## src/rtl/stt_pkg.sv

```systemverilog
// Package for step_toward_target: shared types, constants and the arctangent table.
// No dependencies.
package stt_pkg;

  localparam int GUARD = 8;
  localparam int WW = 34 + GUARD + 2;     // CORDIC x/y working width
  localparam logic [31:0] INV_GAIN = 32'h9B74EDA8;

  typedef enum logic [2:0] {
    ST_IDLE, ST_VEC, ST_MAG, ST_ROT_INIT, ST_ROT, ST_FINISH, ST_OUT
  } state_t;

  typedef enum logic [0:0] { OP_STEP = 1'b0, OP_LOAD = 1'b1 } op_t;

  localparam logic [0:0] REG_NEAR = 1'b0;

  // Commands from controller to datapath
  typedef struct packed {
    logic start;      // latch item, set up vectoring
    logic vec_step;   // one vectoring iteration
    logic mag;        // form distance, snap decision
    logic rot_init;   // load rotation start vector
    logic rot_step;   // one rotation iteration
    logic finish;     // update position, form result
  } cmd_t;

  // Status from datapath to controller
  typedef struct packed {
    logic is_load;
    logic arrived;
  } sts_t;

  function automatic logic [31:0] atan_lut(input logic [4:0] i);
    logic [31:0] r;
    case (i)
      5'd0: r = 32'h20000000;  5'd1: r = 32'h12E4051E;
      5'd2: r = 32'h09FB385B;  5'd3: r = 32'h051111D4;
      5'd4: r = 32'h028B0D43;  5'd5: r = 32'h0145D7E1;
      5'd6: r = 32'h00A2F61E;  5'd7: r = 32'h00517C55;
      5'd8: r = 32'h0028BE53;  5'd9: r = 32'h00145F2F;
      5'd10: r = 32'h000A2F98; 5'd11: r = 32'h000517CC;
      5'd12: r = 32'h00028BE6; 5'd13: r = 32'h000145F3;
      5'd14: r = 32'h0000A2FA; 5'd15: r = 32'h0000517D;
      5'd16: r = 32'h000028BE; 5'd17: r = 32'h0000145F;
      5'd18: r = 32'h00000A30; 5'd19: r = 32'h00000518;
      5'd20: r = 32'h0000028C; 5'd21: r = 32'h00000146;
      5'd22: r = 32'h000000A3; 5'd23: r = 32'h00000051;
      5'd24: r = 32'h00000029; 5'd25: r = 32'h00000014;
      5'd26: r = 32'h0000000A; 5'd27: r = 32'h00000005;
      5'd28: r = 32'h00000003; 5'd29: r = 32'h00000001;
      5'd30: r = 32'h00000001;
      default: r = 32'h00000000;
    endcase
    return r;
  endfunction

endpackage

```

## src/rtl/stt_ctrl.sv

```systemverilog
// Controller state machine for step_toward_target.
// Depends on stt_pkg.
module stt_ctrl #(
  parameter int CORDIC_STEPS = 24
) (
  input  logic          clk,
  input  logic          rst_n,
  input  logic          in_valid,
  output logic          in_ready,
  output logic          out_valid,
  input  logic          out_ready,
  output stt_pkg::cmd_t cmd,
  output logic [4:0]    iter,
  input  stt_pkg::sts_t sts
);

  localparam int CW = $clog2(CORDIC_STEPS + 1);

  stt_pkg::state_t state_r, state_nxt;
  logic [CW-1:0] cnt_r, cnt_nxt;

  // Hold state and iteration count
  always_ff @(posedge clk) begin
    if (!rst_n) begin
      state_r <= stt_pkg::ST_IDLE;
      cnt_r   <= '0;
    end else begin
      state_r <= state_nxt;
      cnt_r   <= cnt_nxt;
    end
  end

  assign iter = 5'(cnt_r);

  // Sequence the two CORDIC passes
  always_comb begin
    state_nxt = state_r;
    cnt_nxt   = cnt_r;
    cmd       = '0;
    in_ready  = 1'b0;
    out_valid = 1'b0;
    case (state_r)
      stt_pkg::ST_IDLE: begin
        in_ready = 1'b1;
        if (in_valid) begin
          cmd.start = 1'b1;
          cnt_nxt   = '0;
          state_nxt = stt_pkg::ST_VEC;
        end
      end
      stt_pkg::ST_VEC: begin
        if (sts.is_load) begin
          state_nxt = stt_pkg::ST_FINISH;
        end else begin
          cmd.vec_step = 1'b1;
          cnt_nxt = cnt_r + 1'b1;
          if (cnt_r == CW'(CORDIC_STEPS - 1)) state_nxt = stt_pkg::ST_MAG;
        end
      end
      stt_pkg::ST_MAG: begin
        cmd.mag   = 1'b1;
        state_nxt = stt_pkg::ST_ROT_INIT;
      end
      stt_pkg::ST_ROT_INIT: begin
        if (sts.arrived) begin
          state_nxt = stt_pkg::ST_FINISH;
        end else begin
          cmd.rot_init = 1'b1;
          cnt_nxt   = '0;
          state_nxt = stt_pkg::ST_ROT;
        end
      end
      stt_pkg::ST_ROT: begin
        cmd.rot_step = 1'b1;
        cnt_nxt = cnt_r + 1'b1;
        if (cnt_r == CW'(CORDIC_STEPS - 1)) state_nxt = stt_pkg::ST_FINISH;
      end
      stt_pkg::ST_FINISH: begin
        cmd.finish = 1'b1;
        state_nxt  = stt_pkg::ST_OUT;
      end
      stt_pkg::ST_OUT: begin
        out_valid = 1'b1;
        if (out_ready) state_nxt = stt_pkg::ST_IDLE;
      end
      default: state_nxt = stt_pkg::ST_IDLE;
    endcase
  end

endmodule

```

## config.mk

```make
export PLATFORM = sky130hd
export DESIGN_NAME = stt_ctrl
export DESIGN_NICKNAME = d
export VERILOG_FILES = /design/src/rtl/stt_pkg.sv /design/src/rtl/stt_ctrl.sv
export SDC_FILE = /design/constraint.sdc
export NUM_CORES = 1
export LEC_CHECK = 0
export BUFFER_PORTS_ARGS = -buffer_cell sky130_fd_sc_hd__clkbuf_2
export CAP_MARGIN = 20
export CORE_MARGIN = 8
export CORE_UTILIZATION = 34
export DETAILED_ROUTE_END_ITERATION = 6
export PLACE_DENSITY = 0.71
export SYNTH_ARGS = -nofsm -noshare
export SYNTH_HDL_FRONTEND = slang
export SYNTH_SLANG_ARGS = --single-unit
```

## constraint.sdc

```tcl
create_clock -name clk -period 1.3 [get_ports clk]
set_input_delay 0.26 -clock clk [delete_from_list [all_inputs] [get_ports clk]]
set_output_delay 0.26 -clock clk [all_outputs]
set_load 0.01 [all_outputs]
```

==> reports/results.ini, run 1 <==
[timing]
rsz0062_at_grt = true
clock_skew_ns = 0.00417
setup_viol = 12
fin_hold_ws_ns = 0.308
max_freq_mhz = 671
hold_viol = 0
slew_headroom = 0.791
period_needed_ns = 1.49
tightestPinTransition_ns = 0.313
drv_slew = 0
min_period_over_period = 1.15
fin_ws_ns = -0.190

[min_path]
min_path_type = in -> reg
hold_depth = 3
whs_endpoint = iter[1]$_SDFFE_PN0P_
hp-start = rst_n

[floorplan]
die_x_um = 58.0
io_pins = 19
initial_core_util = 0.355
core_um2 = 1690
dieArea_um2 = 3360
die_y_um = 58.0
rows = 15

[clock_tree]
clkSinkCount = 8
cts_tree = built
cts_max_level = 1
cts_buffers = 3
path_clk_slew_ns = 0.05
clock_latency_ns = 0.26
root_buffer = clkbuf_4
clockBufferDepth = 2

[outcome]
violations = negative setup slack
status = finished, violations left

[logic_synthesis]
ys_seq_area_frac = 0.267
ys_warn_count = 0
syn_inst = 77
synth-seq-cells = 8
syn_avg_cell_area_um2 = 7.78
yosys.area.top_type_share = 0.267
synth_top_area_cell = dfxtp_1
synth_cell_types = 35
synth_nets = 84
synth_area_leaders = dfxtp_1, nor2_1, nand2b_1, buf_6, a21oi_1
syn-cell-area_um2 = 599

[cells_and_area]
area_growth_syn_to_layout_pct = 71.8
nNetsFinal = 127
drive_above_1_share = 0.610
stdcell_count = 135
design_area_um2 = 1030
antennaDiodeCount = 0

[critical_path]
r2r_cells = 5
regToRegSetupSlack_ns = -0.18
worst-path-max-fanout = 7
critPathKind = reg -> out
critPathMaxStageDelay_ns = 0.42
crit_path_cell_trace = or3b_4, nor2_2, buf_2
rr_startpoint = state_r[2]$_SDFFE_PN0P_
cp-start-kind = flop
required_ns = 1.04
worstPathArrival_ns = 1.23
timing.rr.end = state_r[0]$_SDFFE_PN0P_
end_kind = output pin
cp_slowest_cell = or3b_4

[drt]
wl_um = 2110
via_per_inst = 5.50
drc = 0
vias = 742
wl_per_cell_um = 15.6
drt-initial-drc-count = 13
ant_nets = 0
dr.pass1.iters = 4

[placed_design]
gp_congestion = 0.856
dp_hpwl_um = 1370
port_buffers = 18
placedCellCount = 124
place_area_um2 = 816

[job]
drv_cap = 0

[global_routing]
grt_antenna_before_repair = 0
grt_use_total = 0.127
grt_max_degree = 9
grt_pass1_wl_um = 3360
grt_overflow = 0
grt_pass1_vias = 771

[power]
clockPowerShare = 0.094
pwr-share-comb = 0.705
power_frac_seq = 0.201
ir_drop_v = 0.00119
p_leak_nw = 0.475
internal_power_mw = 1.21
p_switching_mw = 0.825
p_total_mw = 2.03
power_density_nw_per_um2 = 1970
power.share.switching = 0.406

-- registers in the layout, summed over array words and instances, names as in the netlist --
signal   cells
iter         5
state_r      3
-- power groups by stage --
stage	registers (mW)	logic [mW]	clock network [mW]
after floorplan	0.389	0.687	0
after global placement	0.382	0.991	0
after detailed placement	0.388	1.02	0
after CTS	0.401	1.23	0.203
after global routing	0.415	1.54	0.205
final	0.409	1.43	0.191
-- logic make-up after synthesis --
family                     after synthesis  share of synthesized area
buffers and inverters                    9                     0.0960
muxes                                    1                     0.0167
adders and majority gates                1                     0.0209
and+or+nand+nor                         38                      0.340
DFF                                      8                      0.267
xor gates and xnor gates                 2                     0.0292
AOI/OAI and AO/OA                       18                      0.230
-- layer usage --
layer	vias up	global-route usage	share of wire	wire length, µm
li1	354	-	-	-
met1	356	0.137	0.43	909
met2	24	0.212	0.47	980
met3	8	0.0309	0.061	129
met4	0	0.0874	0.041	87
met5	-	0	0	0
-- cells in the final DEF, fill, tap and decap left out, types with 3 or more instances in the layout --
cell / Yosys / final
buf_4: 2 / 16
clkbuf_2: 0 / 11
dfxtp_1: 8 / 3
nand3_1: 4 / 4
clkbuf_4: 0 / 3
nand2b_4: 0 / 3
a21oi_1: 4 / 4
dfxtp_2: 0 / 3
nor2_2: 0 / 3
nor2_1: 14 / 11
inv_1: 3 / 3
nand2_1: 4 / 3
buf_2: 1 / 7
buf_6: 2 / 8
nor3_2: 1 / 3
-- worst max path at each step --
stage | start | to | cells after the start
6_report | state_r[2]$_SDFFE_PN0P_ | cmd[4] | 3
5_1_grt | state_r[2]$_SDFFE_PN0P_ | state_r[0]$_SDFFE_PN0P_ | 5
4_1_cts | state_r[0]$_SDFFE_PN0P_ | cmd[4] | 3
3_5_place_dp | state_r[0]$_SDFFE_PN0P_ | state_r[0]$_SDFFE_PN0P_ | 4
3_3_place_gp | state_r[0]$_SDFFE_PN0P_ | state_r[0]$_SDFFE_PN0P_ | 4
2_1_floorplan | state_r[1]$_SDFFE_PN0P_ | cmd[5] | 4
-- Yosys cell counts, drive strengths merged --
master	count
o211ai	1
o31ai	1
dfxtp	8
nor3	3
nand3	4
a21o	2
xnor2	2
o221a	1
nand2	4
buf	5
or2	1
a32o	1
nor2	14
nor2b	1
o21ai	2
nand2b	4
o2111ai	1
a211oi	1
mux2i	1
and3	2
ha	1
o221ai	1
or3b	2
o311ai	1
a2bb2oi	2
a21oi	4
inv	4
nand3b	1
and4b	1
and2	1
-- area by class of cell --
cell class,instances,area [µm²]
Clock buffer,3,22.5
Timing Repair Buffer,43,315
Inverter,4,17.5
Sequential cell,8,171
Multi-Input combinational cell,60,482
Fill cell,159,659
Tap cell,17,21.3
-- critical path: cells and delay by family (launching register included) --
| family | cells | cell delay, ns |
|---|---|---|
| flops | 1 | 0.35 |
| buf+inv | 1 | 0.13 |
| simple gates | 2 | 0.50 |
-- stage by stage --
stage          setup slack (ns)   util  setup TNS (ns)
6_report                 -0.190  0.610           -1.19
5_1_grt                  -0.234  0.610           -1.89
3_3_place_gp            -0.0414  0.483          -0.127
3_5_place_dp            -0.0761  0.483          -0.251
4_1_cts                  -0.204  0.561           -1.20
2_1_floorplan          -0.00229      -        -0.00229
-- timing repair --
| item | in CTS | in global routing |
|---|---|---|
| cloned | 0 | 0 |
| hold buffers | 0 | 0 |
| setup endpoints to repair | 12 | 15 |
| setup buffers | 6 | 3 |
| resized for setup | 19 | 20 |
| pin swaps | 5 | 7 |
Note: power is estimated with default switching activity, not from simulation.
==> inputs of run 2 (changes only) <==
- CORE_UTILIZATION: 34 -> 43
- PLACE_DENSITY: 0.71 -> 0.84
==> run 2 against run 1 <==
The flow still finishes with violations (negative setup slack); via count shrank 1.5%; fmax fell by 0.64%; combinational power shrank 7%; largest cell class unchanged; highest routed layer unchanged.
==> reports/results.ini, run 2 (synthesis results as in run 1) <==
[clock_tree]
cts_tree = built
cts_buffers = 3
clockBufferDepth = 2
hold_buffers = 0
root_buffer = clkbuf_4
clock_latency_ns = 0.26
cts_max_level = 1
path_clk_slew_ns = 0.06
clkSinkCount = 8

[timing]
fin_hold_ws_ns = 0.279
min_period_over_period = 1.15
rsz0062_at_grt = true
tightestPinTransition_ns = 0.237
setup_tns_ns = -0.941
clock_skew_ns = 0.00707
slew_headroom = 0.839
max_freq_mhz = 667
fin_ws_ns = -0.199
setup_viol = 12
drv_slew = 0
period_needed_ns = 1.50
hold_viol = 0

[cells_and_area]
final_cell_mix = nor2_1, buf_4, clkbuf_2
design_area_um2 = 958
antennaDiodeCount = 0
largest_reg_flops = 5
stdcell_count = 128
nNetsFinal = 122
area_growth_syn_to_layout_pct = 59.9
drive_above_1_share = 0.549
fill_cells = 102
post-route-util = 0.737

[power]
clockPowerShare = 0.101
power_frac_seq = 0.217
internal_power_mw = 1.16
p_total_mw = 1.95
power_density_nw_per_um2 = 2030
pwr-share-comb = 0.682
p_switching_mw = 0.784
power.share.switching = 0.402
p_leak_nw = 0.439
ir_drop_v = 0.00116

[critical_path]
crit_path_cell_trace = or3b_4, nor2_1, buf_2
timing.rr.end = state_r[0]$_SDFFE_PN0P_
critPathMaxStageDelay_ns = 0.39
worst-path-max-fanout = 4
critPathTopFamily = simple AND/OR/NAND/NOR gates
regToRegSetupSlack_ns = -0.10
end_kind = output pin
rr_startpoint = state_r[0]$_SDFFE_PN0P_
worstPathArrival_ns = 1.24
cp_num_buf_inv = 1
cp-start-kind = flop
critPathKind = reg -> out
required_ns = 1.04
r2r_cells = 5
cp_slowest_cell = or3b_4

[min_path]
hold_depth = 3
whs_endpoint = iter[1]$_SDFFE_PN0P_
min_path_type = in -> reg
hp-start = rst_n

[drt]
dr.pass1.iters = 4
drt-initial-drc-count = 19
wl_per_cell_um = 15.4
wl_um = 1970
ant_nets = 0
drc = 0
via_per_inst = 5.71
vias = 731

[global_routing]
grt_pass1_wl_um = 2940
grt_pass1_vias = 718
grt_use_total = 0.135
grt_max_degree = 8
grt_overflow = 0
grt_antenna_before_repair = 0

[placed_design]
gp_congestion = 0.868
place_area_um2 = 791
port_buffers = 18
placedCellCount = 119
dp_hpwl_um = 1270
place_ws_ns = -0.0904

[floorplan]
dieArea_um2 = 2840
die_x_um = 53.3
core_um2 = 1300
io_pins = 19
rows = 13
initial_core_util = 0.461
die_y_um = 53.3

[outcome]
status = finished, violations left
violations = negative setup slack

[job]
drv_cap = 0

-- run 2: changes by cell type in the layout (fill, tap and decap cells not counted), sizes merged --
| cell | delta |
|---|---|
| buf | -5 |
-- run 2: final cells by class --
cell class	count	area, µm²	area share
Clock buffer	3	22.5	0.0235
Timing Repair Buffer	38	280	0.292
Inverter	4	17.5	0.0183
Sequential cell	8	174	0.181
Multi-Input combinational cell	60	445	0.465
Tap cell	15	18.8	0.0196
-- run 2: how the worst max path moves through the flow --
| stage | end | cells past startpoint | slack (ns) | startpoint |
|---|---|---|---|---|
| 2_1_floorplan | cmd[5] | 4 | -0.002 | state_r[1]$_SDFFE_PN0P_ |
| 3_3_place_gp | iter[2]$_SDFFE_PN0P_ | 4 | -0.06 | state_r[1]$_SDFFE_PN0P_ |
| 3_5_place_dp | iter[2]$_SDFFE_PN0P_ | 4 | -0.09 | state_r[2]$_SDFFE_PN0P_ |
| 4_1_cts | cmd[4] | 3 | -0.21 | state_r[2]$_SDFFE_PN0P_ |
| 5_1_grt | cmd[4] | 3 | -0.25 | state_r[2]$_SDFFE_PN0P_ |
| 6_report | cmd[4] | 3 | -0.20 | state_r[0]$_SDFFE_PN0P_ |
-- run 2: routing by layer --
metal / GRT usage / wire length (µm) / up-vias
met5: 0 / 0 / -
met4: 0.105 / 55 / 0
met3: 0.0224 / 180 / 8
met2: 0.221 / 922 / 45
met1: 0.149 / 808 / 332
li1: - / - / 346
-- run 2: tightest hold or removal path: cells and delay by family --
family	cells	cell delay [ns]
buf+inv	1	0.13
simple gates	2	0.12
-- run 2: what timing repair did --
action                                  CTS  global route
buffers inserted                          4             2
pin swaps                                 6             8
resized for setup                        14            23
endpoints found under the setup margin   14            15
-- run 2: power groups by stage --
| stage | clock network (mW) | logic, mW | registers, mW |
|---|---|---|---|
| after global placement | 0 | 0.973 | 0.395 |
| final | 0.198 | 1.33 | 0.423 |
| after floorplan | 0 | 0.687 | 0.389 |
| after detailed placement | 0 | 0.997 | 0.400 |
| after CTS | 0.204 | 1.15 | 0.403 |
| after global routing | 0.215 | 1.44 | 0.429 |
==> inputs of run 3 (changes only) <==
- ABC_AREA: default -> 1
- CORE_UTILIZATION: 43 -> 44
==> run 3 against run 2 <==
The run still ends with negative setup slack left; cell count increased by 13%; critical path depth up 2; synthesized cell count grew 31%; clock skew down 0.0037 ns; sequential cell count stayed put; critical path type unchanged; highest routed layer unchanged.
==> reports/results.ini, run 3 <==
[clock_tree]
clockBufferDepth = 2
cts_tree = built
clkSinkCount = 8
cts_max_level = 1
path_clk_slew_ns = 0.06
clock_latency_ns = 0.25
hold_buffers = 0
root_buffer = clkbuf_4
cts_buffers = 3

[logic_synthesis]
synth_edf_count = 0
syn_avg_cell_area_um2 = 6.53
synthAdderAreaFrac = 0.0190
synth_xor_area_frac = 0.0133
syn-cell-area_um2 = 659
synth_top_area_cell = dfxtp_1
synth-simple-area-share = 0.510
muxShareOfSynthArea = 0
yosys.area.top_type_share = 0.243
ys_seq_area_frac = 0.243
syn_inst = 101
synth-seq-cells = 8
async_reset_ff_frac = 0
synth_nets = 108
ys.flop_type = dfxtp_1
synth_top_family_by_area = simple AND/OR/NAND/NOR gates
synth_most_common_cell = nand2_1
ys_warn_count = 0
synth_common_cells = nand2_1, nor2_1, inv_1
synth_compound_area_frac = 0.0949
synth_cell_types = 27
synth_area_leaders = dfxtp_1, nand2_1, nor2_1, inv_1, nand4_1

[power]
power_frac_seq = 0.220
internal_power_mw = 1.03
p_total_mw = 1.99
pwr-share-comb = 0.683
clockPowerShare = 0.097
p_leak_nw = 0.474
p_switching_mw = 0.954
ir_drop_v = 0.000977
power_density_nw_per_um2 = 2210
power.share.switching = 0.480

[critical_path]
critPathMaxStageDelay_ns = 0.36
end_kind = output pin
regToRegSetupSlack_ns = -0.01
worstPathArrival_ns = 1.12
cp-start-kind = flop
cp_slowest_cell = dfxtp_4
crit_path_cell_trace = buf_12, nor2_4, nand2_2, nor2_1, buf_2
critPathKind = reg -> out
worst-path-max-fanout = 4
required_ns = 1.04

[timing]
period_needed_ns = 1.38
fin_ws_ns = -0.0833
hold_viol = 0
setup_viol = 8
slew_headroom = 0.808
clock_skew_ns = 0.00335
min_period_over_period = 1.06
rsz0062_at_grt = true
max_freq_mhz = 723
tightestPinTransition_ns = 0.288
drv_slew = 0

[global_routing]
grt_pass1_vias = 640
grt_use_total = 0.121
grt_pass1_wl_um = 2680
grt_overflow = 0
grt_max_degree = 13
grt_antenna_before_repair = 0

[floorplan]
die_y_um = 54.7
dieArea_um2 = 2990
io_pins = 19
die_x_um = 54.7
rows = 14
initial_core_util = 0.454
core_um2 = 1450

[placed_design]
dp_hpwl_um = 1350
gp_congestion = 0.870
port_buffers = 18

[drt]
via_per_inst = 5.07
drc = 0
wl_per_cell_um = 11.9
dr.pass1.iters = 4
drt-initial-drc-count = 10
vias = 735
wl_um = 1720
ant_nets = 0

[cells_and_area]
drive_above_1_share = 0.434
nNetsFinal = 138
final_cell_mix = nand2_1, nor2_1, clkbuf_2
area_growth_syn_to_layout_pct = 36.6
post-route-util = 0.620
mostFrequentLayoutCell = nand2_1
antennaDiodeCount = 0
largest_reg_flops = 5

[min_path]
min_path_type = in -> reg

[job]
drv_cap = 0

[outcome]
status = finished, violations left
violations = negative setup slack

-- run 3: changes by cell type in the layout (fill, tap and decap cells not counted), moves of 3 or more --
cell,before,now
nand2_4,0,3
buf_4,12,8
nand2_1,3,25
nand4_1,0,6
inv_1,3,10
nor2_4,0,3
a21oi_1,4,1
nand2_2,1,4
buf_6,8,2
inv_2,0,3
-- run 3: per-stage QoR --
stage	std cells	area [µm²]	TNS (ns)	setup WS (ns)	hold WS, ns
final	145	901	-0.245	-0.0833	0.255
after global routing	145	901	-1.04	-0.144	0.280
after global placement	137	797	-0.0300	-0.0152	0.505
after floorplan	101	659	0	0.101	0.380
after detailed placement	137	797	-0.278	-0.0630	0.525
after CTS	142	846	-0.417	-0.113	0.257
-- run 3: kinds of logic (layout without fill, tap and decap cells) --
group                    Yosys count  count (layout)
flip-flops                         8               8
buffers and inverters             18              46
AO/OA/AOI/OAI                      9               9
XOR/XNOR                           1               1
AND/OR/NAND/NOR                   64              64
adder cells (fa/ha/maj)            1               1
-- run 3: power groups by stage --
stage / combinational [mW] / sequential [mW] / clock (mW)
2_1_floorplan: 0.846 / 0.411 / 0
3_3_place_gp: 1.16 / 0.405 / 0
3_5_place_dp: 1.19 / 0.408 / 0
4_1_cts: 1.24 / 0.420 / 0.201
5_1_grt: 1.49 / 0.449 / 0.206
6_report: 1.36 / 0.437 / 0.192
-- run 3: timing repair --
| action | in CTS | in global routing |
|---|---|---|
| pin swaps | 3 | 12 |
| setup endpoints to repair | 16 | 16 |
| setup buffers | 2 | 3 |
| resized for setup | 6 | 16 |
-- run 3: path summary, 6_finish.rpt --
kind	depth (start not counted)	end	start
worst max-delay path	5	cmd[5]	state_r[0]$_SDFFE_PN0P_
worst min-delay path	3	state_r[1]$_SDFFE_PN0P_	rst_n
worst max register to register	10	state_r[0]$_SDFFE_PN0P_	state_r[0]$_SDFFE_PN0P_
worst min register to register	2	iter[3]$_SDFFE_PN0P_	iter[3]$_SDFFE_PN0P_
-- run 3: critical path: cells and delay by family (launching register included) --
| kind | cells | cell delay, ns |
|---|---|---|
| flops | 1 | 0.36 |
| simple gates | 3 | 0.26 |
| buf+inv | 2 | 0.26 |
-- run 3: area by class of cell --
| class | count | area (µm²) |
|---|---|---|
| clock buffer | 3 | 22.5 |
| inverter | 15 | 61.3 |
| fill | 140 | 553 |
| multi-input combinational | 75 | 438 |
| timing repair buffer | 28 | 188 |
| tap | 16 | 20.0 |
| sequential | 8 | 171 |
-- run 3: per-layer routing --
layer	part of all wire	vias to the layer above	global-route usage
li1	-	381	-
met1	0.43	335	0.129
met2	0.50	17	0.217
met3	0.066	2	0.0272
met4	0.0058	0	0.0615
met5	0	-	0
